$ cat src/hw/rtl/assert_macros.svh
// Assertion helpers shared by the RTL files.
`ifndef ASSERT_MACROS_SVH
`define ASSERT_MACROS_SVH

// Property that must hold at every clock edge outside reset.
`define ASSERT_ALWAYS(label, clk, rst, prop, msg) \
   label: assert property (@(posedge clk) disable iff (rst) (prop)) else $error(msg);

// Consequent must hold in the cycle after the antecedent.
`define ASSERT_NEXT(label, clk, rst, ante, cons, msg) \
   label: assert property (@(posedge clk) disable iff (rst) (ante) |=> (cons)) else $error(msg);

`endif

$ cat src/hw/rtl/cpt_pkg.sv
`timescale 1ns / 1ps
package cpt_pkg;

   // Most source bytes / codepage characters per string
   localparam int MAX_CHARS  = 16;
   localparam int CNT_W      = $clog2(MAX_CHARS + 1);
   localparam int BYTE_W     = 8;
   localparam int LEN_W      = 6;
   localparam int KIND_W     = 2;
   localparam int MAXLEN_W   = 5;
   localparam int CMP_W      = (CNT_W > LEN_W) ? CNT_W : LEN_W;
   localparam int PART_W     = 10;

   localparam int CSR_IDX_W  = 1;
   localparam int CSR_DATA_W = 5;
   localparam logic [CSR_IDX_W-1:0] CSR_DIRECTION = 1'd0;
   localparam logic [CSR_IDX_W-1:0] CSR_MAX_LEN   = 1'd1;
   localparam logic [MAXLEN_W-1:0]  MAX_LEN_RESET = 5'd16;

   localparam int Q_DEPTH = 4;
   localparam int Q_PTR_W = $clog2(Q_DEPTH);
   localparam int Q_CNT_W = $clog2(Q_DEPTH + 1);

   localparam int KANA_COUNT = 83;
   localparam int KANA_IDX_W = $clog2(KANA_COUNT);
   localparam int SYM_COUNT  = 14;
   localparam int SYM_IDX_W  = $clog2(SYM_COUNT);

   localparam logic [BYTE_W-1:0] CP_LETTER_FIRST = 8'h1A;
   localparam logic [BYTE_W-1:0] CP_LETTER_LAST  = 8'h33;
   localparam logic [BYTE_W-1:0] CP_DIGIT_FIRST  = 8'h10;
   localparam logic [BYTE_W-1:0] CP_DIGIT_LAST   = 8'h19;
   localparam logic [BYTE_W-1:0] CP_SPACE        = 8'h0F;
   localparam logic [BYTE_W-1:0] CP_SYM_FIRST    = 8'h34;
   localparam logic [BYTE_W-1:0] CP_SYM_LAST     = 8'h41;
   localparam logic [BYTE_W-1:0] CP_KANA_FIRST   = 8'h42;
   localparam logic [BYTE_W-1:0] CP_KANA_LAST    = 8'h94;
   localparam logic [BYTE_W-1:0] CP_CTRL         = 8'h00;

   localparam logic [BYTE_W-1:0] ASC_UPPER_A   = 8'h41;
   localparam logic [BYTE_W-1:0] ASC_UPPER_Z   = 8'h5A;
   localparam logic [BYTE_W-1:0] ASC_LOWER_A   = 8'h61;
   localparam logic [BYTE_W-1:0] ASC_LOWER_Z   = 8'h7A;
   localparam logic [BYTE_W-1:0] ASC_DIGIT_0   = 8'h30;
   localparam logic [BYTE_W-1:0] ASC_DIGIT_9   = 8'h39;
   localparam logic [BYTE_W-1:0] ASC_SPACE     = 8'h20;
   localparam logic [BYTE_W-1:0] ASC_CTRL      = 8'h01;
   localparam logic [BYTE_W-1:0] ASC_NUL       = 8'h00;
   localparam logic [BYTE_W-1:0] CJK_HIGH      = 8'h30;
   localparam logic [BYTE_W-1:0] UTF8_CJK_LEAD = 8'hE3;
   localparam logic [1:0]        UTF8_CONT_TAG = 2'b10;
   localparam logic [3:0]        UTF8_3B_TAG   = 4'hE;

   localparam logic [BYTE_W-1:0] KANA_ROM [KANA_COUNT] = '{
      8'd2,   8'd155, 8'd156, 8'd161, 8'd163, 8'd165, 8'd167, 8'd169, 8'd195, 8'd227,
      8'd229, 8'd231, 8'd242, 8'd243, 8'd162, 8'd164, 8'd166, 8'd168, 8'd170, 8'd171,
      8'd173, 8'd175, 8'd177, 8'd179, 8'd181, 8'd183, 8'd185, 8'd187, 8'd189, 8'd191,
      8'd193, 8'd196, 8'd198, 8'd200, 8'd202, 8'd203, 8'd204, 8'd205, 8'd206, 8'd207,
      8'd210, 8'd213, 8'd216, 8'd219, 8'd222, 8'd223, 8'd224, 8'd225, 8'd226, 8'd228,
      8'd230, 8'd232, 8'd233, 8'd234, 8'd235, 8'd236, 8'd237, 8'd239, 8'd172, 8'd174,
      8'd176, 8'd178, 8'd180, 8'd182, 8'd184, 8'd186, 8'd188, 8'd190, 8'd192, 8'd194,
      8'd197, 8'd199, 8'd201, 8'd208, 8'd211, 8'd214, 8'd217, 8'd220, 8'd209, 8'd212,
      8'd215, 8'd218, 8'd221
   };

   // ASCII symbols for codepage codes 0x34..0x41
   localparam logic [BYTE_W-1:0] SYM_ROM [SYM_COUNT] = '{
      8'h21, 8'h22, 8'h23, 8'h60, 8'h2A, 8'h2B, 8'h2C,
      8'h2D, 8'h2E, 8'h2F, 8'h3A, 8'h3D, 8'h3F, 8'h40
   };

   typedef enum logic [KIND_W-1:0] {
      KIND_DATA  = 2'd0,
      KIND_DONE  = 2'd1,
      KIND_ERROR = 2'd2
   } kind_type;

   typedef enum logic [1:0] {
      TERM_NONE  = 2'd0,
      TERM_DONE  = 2'd1,
      TERM_ERROR = 2'd2
   } term_type;

   // One queued command: zeros to expand, up to three bytes, terminal
   typedef struct packed {
      logic [CNT_W-1:0]            zeros;
      logic [1:0]                  nbytes;
      logic [2:0][BYTE_W-1:0]      bytes;
      term_type                    term;
      logic [LEN_W-1:0]            length;
   } cmd_type;

   typedef struct packed {
      logic              hit;
      logic [BYTE_W-1:0] code;
   } map_type;

   typedef struct packed {
      logic                   hit;
      logic [KANA_IDX_W-1:0]  idx;
   } kana_hit_type;

   typedef struct packed {
      logic [1:0]             nbytes;
      logic [2:0][BYTE_W-1:0] bytes;
   } utf8_type;

   // UTF-8 single byte to codepage
   function automatic map_type ascii_to_cp(input logic [BYTE_W-1:0] b);
      map_type r;
      r = '{hit: 1'b0, code: '0};
      if (b >= ASC_UPPER_A && b <= ASC_UPPER_Z) begin
         r = '{hit: 1'b1, code: CP_LETTER_FIRST + (b - ASC_UPPER_A)};
      end else if (b >= ASC_LOWER_A && b <= ASC_LOWER_Z) begin
         r = '{hit: 1'b1, code: CP_LETTER_FIRST + (b - ASC_LOWER_A)};
      end else if (b >= ASC_DIGIT_0 && b <= ASC_DIGIT_9) begin
         r = '{hit: 1'b1, code: CP_DIGIT_FIRST + (b - ASC_DIGIT_0)};
      end else if (b == ASC_SPACE) begin
         r = '{hit: 1'b1, code: CP_SPACE};
      end else if (b == ASC_CTRL) begin
         r = '{hit: 1'b1, code: CP_CTRL};
      end else begin
         for (int i = 0; i < SYM_COUNT; i++) begin
            if (SYM_ROM[i] == b) begin
               r = '{hit: 1'b1, code: CP_SYM_FIRST + BYTE_W'(i)};
            end
         end
      end
      return r;
   endfunction

   // Inverse katakana lookup on the low byte of a U+30xx codepoint
   function automatic kana_hit_type kana_index(input logic [BYTE_W-1:0] off);
      kana_hit_type r;
      r = '{hit: 1'b0, idx: '0};
      for (int i = 0; i < KANA_COUNT; i++) begin
         if (KANA_ROM[i] == off) begin
            r = '{hit: 1'b1, idx: KANA_IDX_W'(i)};
         end
      end
      return r;
   endfunction

   // Codepage byte (non-zero) to one or three UTF-8 bytes
   function automatic utf8_type cp_to_utf8(input logic [BYTE_W-1:0] b);
      utf8_type          r;
      logic [BYTE_W-1:0] sym_off;
      logic [BYTE_W-1:0] kana_off;
      logic [BYTE_W-1:0] rom;
      sym_off  = b - CP_SYM_FIRST;
      kana_off = b - CP_KANA_FIRST;
      rom      = KANA_ROM[kana_off[KANA_IDX_W-1:0]];
      r.nbytes = 2'd1;
      r.bytes  = '0;
      if (b >= CP_LETTER_FIRST && b <= CP_LETTER_LAST) begin
         r.bytes[0] = ASC_UPPER_A + (b - CP_LETTER_FIRST);
      end else if (b >= CP_DIGIT_FIRST && b <= CP_DIGIT_LAST) begin
         r.bytes[0] = ASC_DIGIT_0 + (b - CP_DIGIT_FIRST);
      end else if (b == CP_SPACE) begin
         r.bytes[0] = ASC_SPACE;
      end else if (b >= CP_SYM_FIRST && b <= CP_SYM_LAST) begin
         r.bytes[0] = SYM_ROM[sym_off[SYM_IDX_W-1:0]];
      end else if (b >= CP_KANA_FIRST && b <= CP_KANA_LAST) begin
         r.nbytes   = 2'd3;
         r.bytes[0] = UTF8_CJK_LEAD;
         r.bytes[1] = {UTF8_CONT_TAG, 4'd0, rom[7:6]};
         r.bytes[2] = {UTF8_CONT_TAG, rom[5:0]};
      end else begin
         r.bytes[0] = ASC_SPACE;
      end
      return r;
   endfunction

endpackage

$ cat src/hw/rtl/cpt_ifs.sv
`timescale 1ns / 1ps
interface cpt_req_if import cpt_pkg::*; ();
   logic              valid;
   logic              ready;
   logic [BYTE_W-1:0] in_byte;
   logic              end_of_string;

   modport source (output valid, output in_byte, output end_of_string, input ready);
   modport sink   (input valid, input in_byte, input end_of_string, output ready);
endinterface

interface cpt_rsp_if import cpt_pkg::*; ();
   logic              valid;
   logic              ready;
   logic [KIND_W-1:0] kind;
   logic [BYTE_W-1:0] out_byte;
   logic [LEN_W-1:0]  length;
   logic              last;

   modport source (output valid, output kind, output out_byte, output length, output last,
                   input ready);
   modport sink   (input valid, input kind, input out_byte, input length, input last,
                   output ready);
endinterface

$ cat src/hw/rtl/cpt_front.sv
`timescale 1ns / 1ps
module cpt_front import cpt_pkg::*; (
   input  logic                  clock,
   input  logic                  reset,
   input  logic                  csr_we,
   input  logic [CSR_IDX_W-1:0]  csr_index,
   input  logic [CSR_DATA_W-1:0] csr_wdata,
   cpt_req_if.sink               req_ch,
   input  logic                  q_full,
   output logic                  push,
   output cmd_type               push_cmd
);

   logic                direction_ff, direction_in;
   logic [MAXLEN_W-1:0] max_len_ff, max_len_in;
   logic [1:0]          phase_ff, phase_in;
   logic [PART_W-1:0]   part_ff, part_in;
   logic                error_ff, error_in;
   logic                nul_ff, nul_in;
   logic [LEN_W-1:0]    emitted_ff, emitted_in;
   logic [CNT_W-1:0]    zeros_ff, zeros_in;
   logic [CNT_W-1:0]    in_count_ff, in_count_in;

   logic                accept;
   logic [BYTE_W-1:0]   b;
   logic [CMP_W-1:0]    lim;
   logic                room;
   logic [15:0]         cp;
   map_type             asc;
   kana_hit_type        kana;
   utf8_type            utf;
   cmd_type             cmd;

   assign req_ch.ready = !q_full;
   assign accept       = req_ch.valid && req_ch.ready;
   assign b            = req_ch.in_byte;

   assign lim  = (CMP_W'(max_len_ff) > CMP_W'(MAX_CHARS)) ? CMP_W'(MAX_CHARS)
                                                         : CMP_W'(max_len_ff);
   assign room = CMP_W'(emitted_ff) < lim;
   assign cp   = {part_ff, b[5:0]};
   assign asc  = ascii_to_cp(b);
   assign kana = kana_index(cp[7:0]);
   assign utf  = cp_to_utf8(b);

   always_comb begin
      direction_in = direction_ff;
      max_len_in   = max_len_ff;
      phase_in     = phase_ff;
      part_in      = part_ff;
      error_in     = error_ff;
      nul_in       = nul_ff;
      emitted_in   = emitted_ff;
      zeros_in     = zeros_ff;
      in_count_in  = in_count_ff;
      cmd          = '{zeros: '0, nbytes: 2'd0, bytes: '0, term: TERM_NONE, length: '0};

      if (accept) begin
         if (!direction_ff) begin
            if (!error_ff && !nul_ff) begin
               if (phase_ff == 2'd0) begin
                  if (!room) begin
                     // output limit reached: byte dropped
                  end else if (b == ASC_NUL) begin
                     nul_in = 1'b1;
                  end else if (asc.hit) begin
                     cmd.nbytes   = 2'd1;
                     cmd.bytes[0] = asc.code;
                     emitted_in   = emitted_ff + 1'b1;
                  end else if (b[7:4] == UTF8_3B_TAG) begin
                     part_in  = {6'd0, b[3:0]};
                     phase_in = 2'd1;
                  end else begin
                     error_in = 1'b1;
                  end
               end else if (b[7:6] != UTF8_CONT_TAG) begin
                  error_in = 1'b1;
                  phase_in = 2'd0;
               end else if (phase_ff == 2'd1) begin
                  part_in  = {part_ff[3:0], b[5:0]};
                  phase_in = 2'd2;
               end else begin
                  phase_in = 2'd0;
                  part_in  = '0;
                  if (cp[15:8] == CJK_HIGH && kana.hit) begin
                     if (room) begin
                        cmd.nbytes   = 2'd1;
                        cmd.bytes[0] = CP_KANA_FIRST + BYTE_W'(kana.idx);
                        emitted_in   = emitted_ff + 1'b1;
                     end
                  end else begin
                     error_in = 1'b1;
                  end
               end
            end
         end else if (in_count_ff < CNT_W'(MAX_CHARS)) begin
            in_count_in = in_count_ff + 1'b1;
            if (b == ASC_NUL) begin
               zeros_in = zeros_ff + 1'b1;
            end else begin
               // held zeros flush ahead of the converted character
               cmd.zeros  = zeros_ff;
               cmd.nbytes = utf.nbytes;
               cmd.bytes  = utf.bytes;
               emitted_in = emitted_ff + LEN_W'(zeros_ff) + LEN_W'(utf.nbytes);
               zeros_in   = '0;
            end
         end

         if (req_ch.end_of_string) begin
            cmd.term    = (!direction_ff && (error_in || phase_in != 2'd0)) ? TERM_ERROR
                                                                            : TERM_DONE;
            cmd.length  = emitted_in;
            phase_in    = 2'd0;
            part_in     = '0;
            error_in    = 1'b0;
            nul_in      = 1'b0;
            emitted_in  = '0;
            zeros_in    = '0;
            in_count_in = '0;
         end
      end

      if (csr_we) begin
         if (csr_index == CSR_DIRECTION) begin
            direction_in = csr_wdata[0];
            phase_in     = 2'd0;
            part_in      = '0;
            error_in     = 1'b0;
            nul_in       = 1'b0;
            emitted_in   = '0;
            zeros_in     = '0;
            in_count_in  = '0;
         end else if (csr_index == CSR_MAX_LEN) begin
            max_len_in = csr_wdata[MAXLEN_W-1:0];
         end
      end
   end

   assign push     = accept && (cmd.zeros != '0 || cmd.nbytes != 2'd0 || cmd.term != TERM_NONE);
   assign push_cmd = cmd;

   always_ff @(posedge clock) begin
      if (reset) begin
         direction_ff <= 1'b0;
         max_len_ff   <= MAX_LEN_RESET;
         phase_ff     <= 2'd0;
         part_ff      <= '0;
         error_ff     <= 1'b0;
         nul_ff       <= 1'b0;
         emitted_ff   <= '0;
         zeros_ff     <= '0;
         in_count_ff  <= '0;
      end else begin
         direction_ff <= direction_in;
         max_len_ff   <= max_len_in;
         phase_ff     <= phase_in;
         part_ff      <= part_in;
         error_ff     <= error_in;
         nul_ff       <= nul_in;
         emitted_ff   <= emitted_in;
         zeros_ff     <= zeros_in;
         in_count_ff  <= in_count_in;
      end
   end

endmodule

$ cat src/hw/rtl/cpt_fifo.sv
`timescale 1ns / 1ps
`include "assert_macros.svh"
module cpt_fifo import cpt_pkg::*; (
   input  logic    clock,
   input  logic    reset,
   input  logic    push,
   input  cmd_type push_cmd,
   output logic    full,
   input  logic    pop,
   output cmd_type head,
   output logic    not_empty
);

   cmd_type              q_ff [Q_DEPTH];
   logic [Q_PTR_W-1:0]   wr_ptr_ff, rd_ptr_ff;
   logic [Q_CNT_W-1:0]   count_ff, count_in;

   assign full      = count_ff == Q_CNT_W'(Q_DEPTH);
   assign not_empty = count_ff != '0;
   assign head      = q_ff[rd_ptr_ff];

   always_comb begin
      count_in = count_ff;
      if (push && !pop) begin
         count_in = count_ff + 1'b1;
      end else if (pop && !push) begin
         count_in = count_ff - 1'b1;
      end
   end

   always_ff @(posedge clock) begin
      if (push) begin
         q_ff[wr_ptr_ff] <= push_cmd;
      end
   end

   always_ff @(posedge clock) begin
      if (reset) begin
         wr_ptr_ff <= '0;
         rd_ptr_ff <= '0;
         count_ff  <= '0;
      end else begin
         if (push) begin
            wr_ptr_ff <= wr_ptr_ff + 1'b1;
         end
         if (pop) begin
            rd_ptr_ff <= rd_ptr_ff + 1'b1;
         end
         count_ff <= count_in;
      end
   end

   `ASSERT_ALWAYS(a_count_bound, clock, reset, count_ff <= Q_CNT_W'(Q_DEPTH), "queue overfilled")
   `ASSERT_ALWAYS(a_no_push_full, clock, reset, !(push && full), "push into full queue")
   `ASSERT_ALWAYS(a_no_pop_empty, clock, reset, !(pop && !not_empty), "pop from empty queue")

endmodule

$ cat src/hw/rtl/cpt_back.sv
`timescale 1ns / 1ps
`include "assert_macros.svh"
module cpt_back import cpt_pkg::*; (
   input  logic    clock,
   input  logic    reset,
   input  cmd_type head,
   input  logic    not_empty,
   output logic    pop,
   cpt_rsp_if.source rsp_ch
);

   logic [CNT_W-1:0]  zero_cnt_ff, zero_cnt_in;
   logic [1:0]        byte_idx_ff, byte_idx_in;
   logic              out_valid_ff, out_valid_in;
   kind_type          out_kind_ff;
   logic [BYTE_W-1:0] out_byte_ff;
   logic [LEN_W-1:0]  out_len_ff;
   logic              out_last_ff;

   logic              produce;
   kind_type          res_kind;
   logic [BYTE_W-1:0] res_byte;
   logic [LEN_W-1:0]  res_len;
   logic              res_last;

   assign produce = not_empty && (!out_valid_ff || rsp_ch.ready);

   always_comb begin
      zero_cnt_in = zero_cnt_ff;
      byte_idx_in = byte_idx_ff;
      res_kind    = KIND_DATA;
      res_byte    = '0;
      res_len     = '0;
      res_last    = 1'b0;
      if (zero_cnt_ff < head.zeros) begin
         // embedded zero comes out as 0x01
         res_byte    = ASC_CTRL;
         res_last    = (CNT_W'(zero_cnt_ff + 1'b1) == head.zeros) && head.nbytes == 2'd0 &&
                       head.term == TERM_NONE;
         zero_cnt_in = zero_cnt_ff + 1'b1;
      end else if (byte_idx_ff < head.nbytes) begin
         res_byte    = head.bytes[byte_idx_ff];
         res_last    = (2'(byte_idx_ff + 1'b1) == head.nbytes) && head.term == TERM_NONE;
         byte_idx_in = byte_idx_ff + 1'b1;
      end else begin
         res_last = 1'b1;
         res_len  = head.length;
         unique case (head.term)
            TERM_ERROR: begin
               res_kind = KIND_ERROR;
               res_len  = '0;
            end
            TERM_DONE: res_kind = KIND_DONE;
            default:   res_kind = KIND_DONE;
         endcase
      end
      if (res_last) begin
         zero_cnt_in = '0;
         byte_idx_in = 2'd0;
      end
   end

   assign pop = produce && res_last;

   always_comb begin
      out_valid_in = out_valid_ff;
      if (produce) begin
         out_valid_in = 1'b1;
      end else if (rsp_ch.ready) begin
         out_valid_in = 1'b0;
      end
   end

   always_ff @(posedge clock) begin
      if (reset) begin
         zero_cnt_ff  <= '0;
         byte_idx_ff  <= 2'd0;
         out_valid_ff <= 1'b0;
      end else begin
         if (produce) begin
            zero_cnt_ff <= zero_cnt_in;
            byte_idx_ff <= byte_idx_in;
         end
         out_valid_ff <= out_valid_in;
      end
   end

   always_ff @(posedge clock) begin
      if (produce) begin
         out_kind_ff <= res_kind;
         out_byte_ff <= res_byte;
         out_len_ff  <= res_len;
         out_last_ff <= res_last;
      end
   end

   assign rsp_ch.valid    = out_valid_ff;
   assign rsp_ch.kind     = out_kind_ff;
   assign rsp_ch.out_byte = out_byte_ff;
   assign rsp_ch.length   = out_len_ff;
   assign rsp_ch.last     = out_last_ff;

   `ASSERT_ALWAYS(a_zero_bound, clock, reset, !not_empty || zero_cnt_ff <= head.zeros, "zero count past command")
   `ASSERT_ALWAYS(a_byte_bound, clock, reset, !not_empty || byte_idx_ff <= head.nbytes, "byte index past command")
   `ASSERT_NEXT(a_pop_last, clock, reset, pop, out_valid_ff && out_last_ff, "pop without last result")

endmodule

$ cat src/hw/rtl/codepage_utf8_transcoder.sv
`timescale 1ns / 1ps
// Channel   Direction  Payload                              Transfer when
// req_ch    in         in_byte[7:0], end_of_string          valid && ready
// rsp_ch    out        kind[1:0], out_byte[7:0], length[5:0], last   valid && ready
// csr_*     in         csr_index[0], csr_wdata[4:0]         csr_we
//
// Front takes one byte per cycle while the 4-entry command queue has room.
// Back delivers one result per cycle from its output register while rsp_ch is ready
// and the queue holds a command; a byte causes 0 to 19 results (held zeros, up to 3
// bytes, terminal), which pass through the queue and then the output register.
// A stalled rsp_ch fills the queue, then drops req_ch.ready; the output register
// keeps taking a new result in the cycle the old one transfers.
// Reset is synchronous: direction 0, max_len 16, queue empty, per-string state clear.
module codepage_utf8_transcoder import cpt_pkg::*; (
   input  logic                  clock,
   input  logic                  reset,
   input  logic                  csr_we,
   input  logic [CSR_IDX_W-1:0]  csr_index,
   input  logic [CSR_DATA_W-1:0] csr_wdata,
   cpt_req_if.sink               req_ch,
   cpt_rsp_if.source             rsp_ch
);

   // front to queue
   logic    push;
   cmd_type push_cmd;
   logic    q_full;

   // queue to back
   logic    pop;
   cmd_type head;
   logic    not_empty;

   // Front: register file, UTF-8 sequence tracking, classification of each
   // byte into a command (zeros to flush, bytes, terminal result).
   cpt_front u_front (
      .clock     (clock),
      .reset     (reset),
      .csr_we    (csr_we),
      .csr_index (csr_index),
      .csr_wdata (csr_wdata),
      .req_ch    (req_ch),
      .q_full    (q_full),
      .push      (push),
      .push_cmd  (push_cmd)
   );

   // Decouples the byte-per-cycle front from the result-per-cycle back; either side can stall.
   cpt_fifo u_fifo (
      .clock     (clock),
      .reset     (reset),
      .push      (push),
      .push_cmd  (push_cmd),
      .full      (q_full),
      .pop       (pop),
      .head      (head),
      .not_empty (not_empty)
   );

   // Back: expands each command into result transfers.
   cpt_back u_back (
      .clock     (clock),
      .reset     (reset),
      .head      (head),
      .not_empty (not_empty),
      .pop       (pop),
      .rsp_ch    (rsp_ch)
   );

endmodule

$ cat src/flat_wrapper.sv
// flat-port wrapper written by rule: the top's interface ports become plain ports
module codepage_utf8_transcoder_flat import cpt_pkg::*;
  (clock, reset, csr_we, csr_index, csr_wdata, req_ch_valid, req_ch_in_byte, req_ch_end_of_string, req_ch_ready, rsp_ch_valid, rsp_ch_kind, rsp_ch_out_byte, rsp_ch_length, rsp_ch_last, rsp_ch_ready);
  cpt_req_if req_ch_i ();
  cpt_rsp_if rsp_ch_i ();
  input  logic clock;
  input  logic reset;
  input  logic csr_we;
  input  logic [CSR_IDX_W-1:0] csr_index;
  input  logic [CSR_DATA_W-1:0] csr_wdata;
  input wire logic [$bits(req_ch_i.valid)-1:0] req_ch_valid;
  input wire logic [$bits(req_ch_i.in_byte)-1:0] req_ch_in_byte;
  input wire logic [$bits(req_ch_i.end_of_string)-1:0] req_ch_end_of_string;
  output wire logic [$bits(req_ch_i.ready)-1:0] req_ch_ready;
  output wire logic [$bits(rsp_ch_i.valid)-1:0] rsp_ch_valid;
  output wire logic [$bits(rsp_ch_i.kind)-1:0] rsp_ch_kind;
  output wire logic [$bits(rsp_ch_i.out_byte)-1:0] rsp_ch_out_byte;
  output wire logic [$bits(rsp_ch_i.length)-1:0] rsp_ch_length;
  output wire logic [$bits(rsp_ch_i.last)-1:0] rsp_ch_last;
  input wire logic [$bits(rsp_ch_i.ready)-1:0] rsp_ch_ready;
  assign req_ch_i.valid = req_ch_valid;
  assign req_ch_i.in_byte = req_ch_in_byte;
  assign req_ch_i.end_of_string = req_ch_end_of_string;
  assign req_ch_ready = req_ch_i.ready;
  assign rsp_ch_valid = rsp_ch_i.valid;
  assign rsp_ch_kind = rsp_ch_i.kind;
  assign rsp_ch_out_byte = rsp_ch_i.out_byte;
  assign rsp_ch_length = rsp_ch_i.length;
  assign rsp_ch_last = rsp_ch_i.last;
  assign rsp_ch_i.ready = rsp_ch_ready;
  codepage_utf8_transcoder u_core (.clock(clock), .reset(reset), .csr_we(csr_we), .csr_index(csr_index), .csr_wdata(csr_wdata), .req_ch(req_ch_i), .rsp_ch(rsp_ch_i));
endmodule
$ cat config.mk
export PLATFORM = sky130hd
export DESIGN_NAME = codepage_utf8_transcoder_flat
export DESIGN_NICKNAME = d
export VERILOG_FILES = /design/src/hw/rtl/cpt_pkg.sv /design/src/hw/rtl/cpt_ifs.sv /design/src/hw/rtl/cpt_front.sv /design/src/hw/rtl/cpt_fifo.sv /design/src/hw/rtl/cpt_back.sv /design/src/hw/rtl/codepage_utf8_transcoder.sv /design/src/flat_wrapper.sv
export VERILOG_INCLUDE_DIRS = /design/src /design/src/hw/rtl
export SDC_FILE = /design/constraint.sdc
export NUM_CORES = 1
export LEC_CHECK = 0
export BUFFER_PORTS_ARGS = -buffer_cell sky130_fd_sc_hd__clkbuf_2
export CORE_MARGIN = 1.5
export CORE_UTILIZATION = 40
export CTS_BUF_LIST = sky130_fd_sc_hd__clkbuf_8 sky130_fd_sc_hd__clkbuf_16
export CTS_CLUSTER_SIZE = 30
export DETAILED_ROUTE_END_ITERATION = 7
export SYNTH_ARGS = -nofsm -noshare
export SYNTH_HDL_FRONTEND = slang
export SYNTH_SLANG_ARGS = --single-unit
$ cat constraint.sdc
create_clock -name clock -period 11.45 [get_ports clock]
set_input_delay 1.7175 -clock clock [delete_from_list [all_inputs] [get_ports clock]]
set_output_delay 1.7175 -clock clock [all_outputs]
set_load 0.03 [all_outputs]
# Yosys cells after proc, flatten, opt, wreduce, memory -nomap -nowiden
# Memory sizes are Yosys's and may differ from the RTL's. A register that Yosys moved wholly into a read port is not among the register bits.
# Index checks and enable logic that the tools add are counted.
# Widths: inputs -> output; s select.
word_totals:
  regBits: 68
  ramBits: 156
  romBits: 1152
  output_inout_bits: 19
  wordCells: 475
  mem_count: 3
memory_table:
  columns: ["memory", "depth", "width", "rd", "rd_ports_with_merged_regs", "wr", "line_no", "text"]
  rows:
  - ["(name not given)", 128, 8, 1, 0, 0, "cpt_pkg.sv:152", "rom = KANA_ROM[kana_off[KANA_IDX_W-1:0]];"]
  - ["u_core.u_fifo.q_ff", 4, 39, 1, 1, 1, "cpt_fifo.sv:14", "cmd_type q_ff [Q_DEPTH];"]
  - ["(name not given)", 16, 8, 1, 0, 0, "cpt_pkg.sv:162", "r.bytes[0] = SYM_ROM[sym_off[SYM_IDX_W-1:0]];"]
op_classes:
  add_sub_neg: 24
  n_lt_le_gt_ge: 22
  eq_ne: 109
  mux: 243
  bitwise: 4
  reduce_logical: 50
ops:
  columns: ["operator", "n"]
  rows:
  - ["$mux 8", 104]
  - ["$eq 8x8->1 const A", 82]
  - ["$mux 9", 19]
  - ["$mux 10", 13]
  - ["$eq 6x8->1 const A", 12]
  - ["$mux 6", 16]
  - ["$mux 18", 5]
  - ["$mux 5", 17]
  - ["$mux 31", 2]
  - ["$mux 2", 24]
  - ["$mux 39", 1]
  - ["$mux 1", 38]
  - ["$add 5x8->8 const A", 3]
  - ["$ge 8x7->1 const B", 3]
  - ["$le 8x7->1 const B", 3]
  - ["$logic_and 1x1->1", 19]
  - ["$bmux 8 s2", 1]
  - ["$eq 7x8->1 const A", 2]
  - ["$eq 8x6->1 const B", 2]
  - ["$ge 8x5->1 const B", 2]
  - ["$ge 8x6->1 const B", 2]
  - ["$le 8x6->1 const B", 2]
  - ["$mux 16", 1]
  - ["$sub 8x5->8 const B", 2]
  - ["49 further kinds", 77]

# Depth between registers and ports, before layout
logic_depth:
  ltp_word: 105
  depth_mapped: 19
  ltp_nobuf: 16

# Cells and area by module
# A second synthesis with hierarchy kept.
hier_totals:
  hier_cells: 1439
  hier_area_um2: 14616.5
modules_own_cells:
  columns: ["module", "n_inst", "cells_each", "area_each_um2"]
  rows:
  - ["cpt_front", 1, 1037, 6989.2]
  - ["cpt_fifo", 1, 247, 6048.3]
  - ["cpt_back", 1, 155, 1579.0]

# Least setup slack after synthesis
# Ideal clock, no wire load.
synth_timing:
  path_kind: "input to register"
  start: "input req_ch_in_byte[5]"
  end: "memory u_core.u_fifo.q_ff[0][5] in the netlist's numbering (data pin)"
  setup_ns: 0.217
  arrival_time_ns: 5.642
  required_ns: 11.233
  setup_slack_ns: 5.591
  cell_stages: 17
  path_buffers: 3
  path_cell_list: "buf_4 buf_6 buf_2 inv_2 ha_1 or3b_2 a311oi_2 nor2_1 fa_1 ha_1 fa_1 a21o_1 a21oi_1 xnor2_1 and3_1 nor3_1 a211oi_1"
synth_rtl:
  columns: ["item", "line_no", "text"]
  rows:
  - ["start, declared", "flat_wrapper.sv:12", "input wire logic [$bits(req_ch_i.in_byte)-1:0] req_ch_in_byte;"]
  - ["end, declared", "cpt_fifo.sv:14", null]

==> qor.csv <==
metric,value,unit
vias_per_cell,6.16,
max-vdd-ir-drop,0.104,mV
ys_top_cells_by_area,"edfxtp_1 (32%), dfxtp_1 (8.0%), mux4_2 (6.1%)",
clock_skew,17.2,ps
first_global_vias,10588,
root_buffer,clkbuf_16,
drc,0,
gr-usage-met1,30.0,%
crit_path_start_kind,input pin,
reg2regPathDepth,13,
cts.clk_slew.worst_paths,70,ps
core-area,32600,um2
arrival,6620,ps
drt-pass1-iter-count,8,
required,11640,ps
setup_violations,0,
critPathKind,in -> reg,
total_power,1.97,mW
initial_core_util,40.8,%
grt_antenna_before_repair,0,
r2r_slack,6630,ps
clock_path_buffers,2,
synthArstFlopShare,0,%
setup.worst_path.end_class,flop,
powerDensity,137,nW/um2
gp_congestion,0.938,
yosys_warnings,0,
mostFrequentLayoutCells,"edfxtp_1 (141), nand2_1 (125), a21oi_1 (120), nor2_1 (118), o21ai_0 (74)",
tritoncts,done,
fp.dieArea,34400,um2
met3_usage,3.70,%
cts_resized,0,
drt_wl_total,37500,um
grt-ovfl-total,0,
slew_headroom,19.0,%
io_buffers,38,
rsz0062_at_grt,no,
antenna_cells,0,
yosysSeqAreaShare,39.8,%
cp_cell_sequence,"clkbuf_2, inv_1, ha_1, or3b_2, o21ai_0, a21oi_1, o221ai_1, nor2_1, fa_1, ha_1, fa_1, a21o_1, a21oi_1, xnor2_1, and3_1, nor3_1, a211oi_1",
cts-buffers-inserted,17,
hold_buffers,0,
fill_cells,3121,
drv_cap,0,
synth.avg_cell_area,9.64,um2
vias,11191,
synthCells,1381,
grt-busiest-layer,met2,
worstSkewPairLatency,440,ps
io_pins,39,
area_growth,7.84,%
max_stage_delay,630,ps
hold_path_class,reg -> reg,
netlist_area,13300,um2
power_leakage,4.95,nW
layout_commonest_cell,edfxtp_1,
status,finished clean,
path_buf_inv,2,
drt_iter0_markers,1226,
cp_top_family,adder cells,
ys_types,109,
fin_crit,6430,ps
hold_viol_final,0,
fmax,156,MHz
min_path_cells,2,
crit_cells,17,
multi_input_area,7400,um2
drive_above_1_share,12.7,%
wl_per_cell,20.6,um
ys_ff_latch,194,
h-tree-depth,4,
worst_pin_slew,1210,ps
maxSlewViolCount,0,
globalRouteMet2Util,35.2,%
synthFlopType,edfxtp_1,
cp_max_fo,19,
regArea,5300,um2
cts_sinks,194,
synth-edff-count,141,
synth_top_cell_by_area,edfxtp_1,
critical-path-slowest-cell,ha_1,
fp.dieW,185,um
utilization,44.0,%
grt_max_degree,47,
grtUsageTotal,22.3,%
dp_hpwl,25900,um
postRouteAntennaNets,0,
period_share,56.2,%
finalNetCount,1443,
synthDominantCellAreaShare,31.8,%
setup_tns,0,ps
fp.dieH,185,um
rows,66,
syn_nets,1462,
cts_setup_buffers,0,
grt_first_pass_wirelength,59400,um
flip-flops by register name, summed over array words and instances (netlist names), 3 cells and up, named ones only:
signal                         flops
u_core.u_fifo.count_ff             3
u_core.u_back.rsp_ch.length        6
u_core.u_front.max_len_ff          5
u_core.u_back.zero_cnt_ff          5
u_core.u_back.rsp_ch.out_byte      8
u_core.u_front.in_count_ff         5
u_core.u_front.emitted_ff          6
u_core.u_front.part_ff            10
u_core.u_front.zeros_ff            5
u_core.u_fifo.q_ff               124
metal layers:
layer / vias up / routed length (um)
met3: 102 / 2770
li1: 5230 / -
met1: 5350 / 16200
met4: 0 / 1340
met5: - / 0
met2: 509 / 17200
worst paths after layout:
path                                          endpoint                                 startpoint
max                 u_core.u_fifo.q_ff[0][5]$_DFFE_PP_                          req_ch_in_byte[2]
min          u_core.u_front.max_len_ff[0]$_SDFFE_PP0P_  u_core.u_front.max_len_ff[0]$_SDFFE_PP0P_
max reg2reg     u_core.u_fifo.count_ff[2]$_SDFFE_PP0P_       u_core.u_front.part_ff[1]$_SDFF_PP0_
min reg2reg  u_core.u_front.max_len_ff[0]$_SDFFE_PP0P_  u_core.u_front.max_len_ff[0]$_SDFFE_PP0P_
stage by stage:
step	std cells	setup WS, ps	hold slack [ps]	area (um2)
global placement	1785	4820	448	13800
detailed placement	1785	4660	443	13800
CTS	1817	5110	452	14400
floorplan	1381	5590	431	13300
global route	1817	4600	503	14400
finish	1817	5020	450	14400
worst min-delay path: stages (launching register included):
cell     delay [ps]
dfxtp_1         300
nand2_1          50
a21oi_1          50
synthesized netlist by cell type, types with 7 or more instances:
| library cell | number |
|---|---|
| o211ai_1 | 9 |
| a22oi_1 | 10 |
| inv_1 | 39 |
| mux2_2 | 8 |
| o221ai_1 | 8 |
| o21ai_1 | 11 |
| a211oi_1 | 21 |
| xor2_1 | 11 |
| and3_1 | 16 |
| a21o_1 | 12 |
| ha_1 | 58 |
| nor3_1 | 34 |
| o22ai_1 | 13 |
| a31oi_1 | 18 |
| buf_1 | 10 |
| mux2i_1 | 22 |
| nor2_1 | 118 |
| nor4_1 | 16 |
| nor2b_1 | 24 |
| a21oi_1 | 121 |
| o21ai_0 | 74 |
| clkbuf_1 | 60 |
| buf_2 | 18 |
| nand2_1 | 125 |
| dfxtp_1 | 53 |
| nand4b_1 | 8 |
| or3_1 | 10 |
| and2_1 | 9 |
| mux4_2 | 36 |
| buf_6 | 8 |
| edfxtp_1 | 141 |
| nand4_1 | 7 |
| a211o_1 | 10 |
| or3b_1 | 7 |
| a32oi_1 | 10 |
| nand2b_1 | 9 |
| a2111oi_0 | 8 |
| xnor2_1 | 22 |
| nand3_1 | 41 |
logic make-up (layout without fill, tap and decap cells):
family | Yosys count | in the layout | synth area share (%)
mux | 68 | 68 | 8.62
simple gates | 478 | 478 | 18.6
flops | 194 | 194 | 39.8
buf+inv | 142 | 136 | 4.74
compound gates | 405 | 405 | 20.2
fa+ha+maj | 61 | 61 | 5.90
xor+xnor | 33 | 33 | 2.17
power by group:
part           switching (mW)  internal, mW
registers              0.0266         0.837
clock network           0.276         0.311
logic                   0.350         0.172
total                   0.653          1.32
area by class of cell:
cell class / instances / area share, %
Multi-Input combinational cell: 1045 / 51.5
Sequential cell: 194 / 36.9
Tap cell: 442 / 3.85
Clock buffer: 20 / 3.33
Timing Repair Buffer: 62 / 2.58
Inverter: 42 / 1.10
Clock inverter: 12 / 0.775
Power figures use the tool's default switching activity.
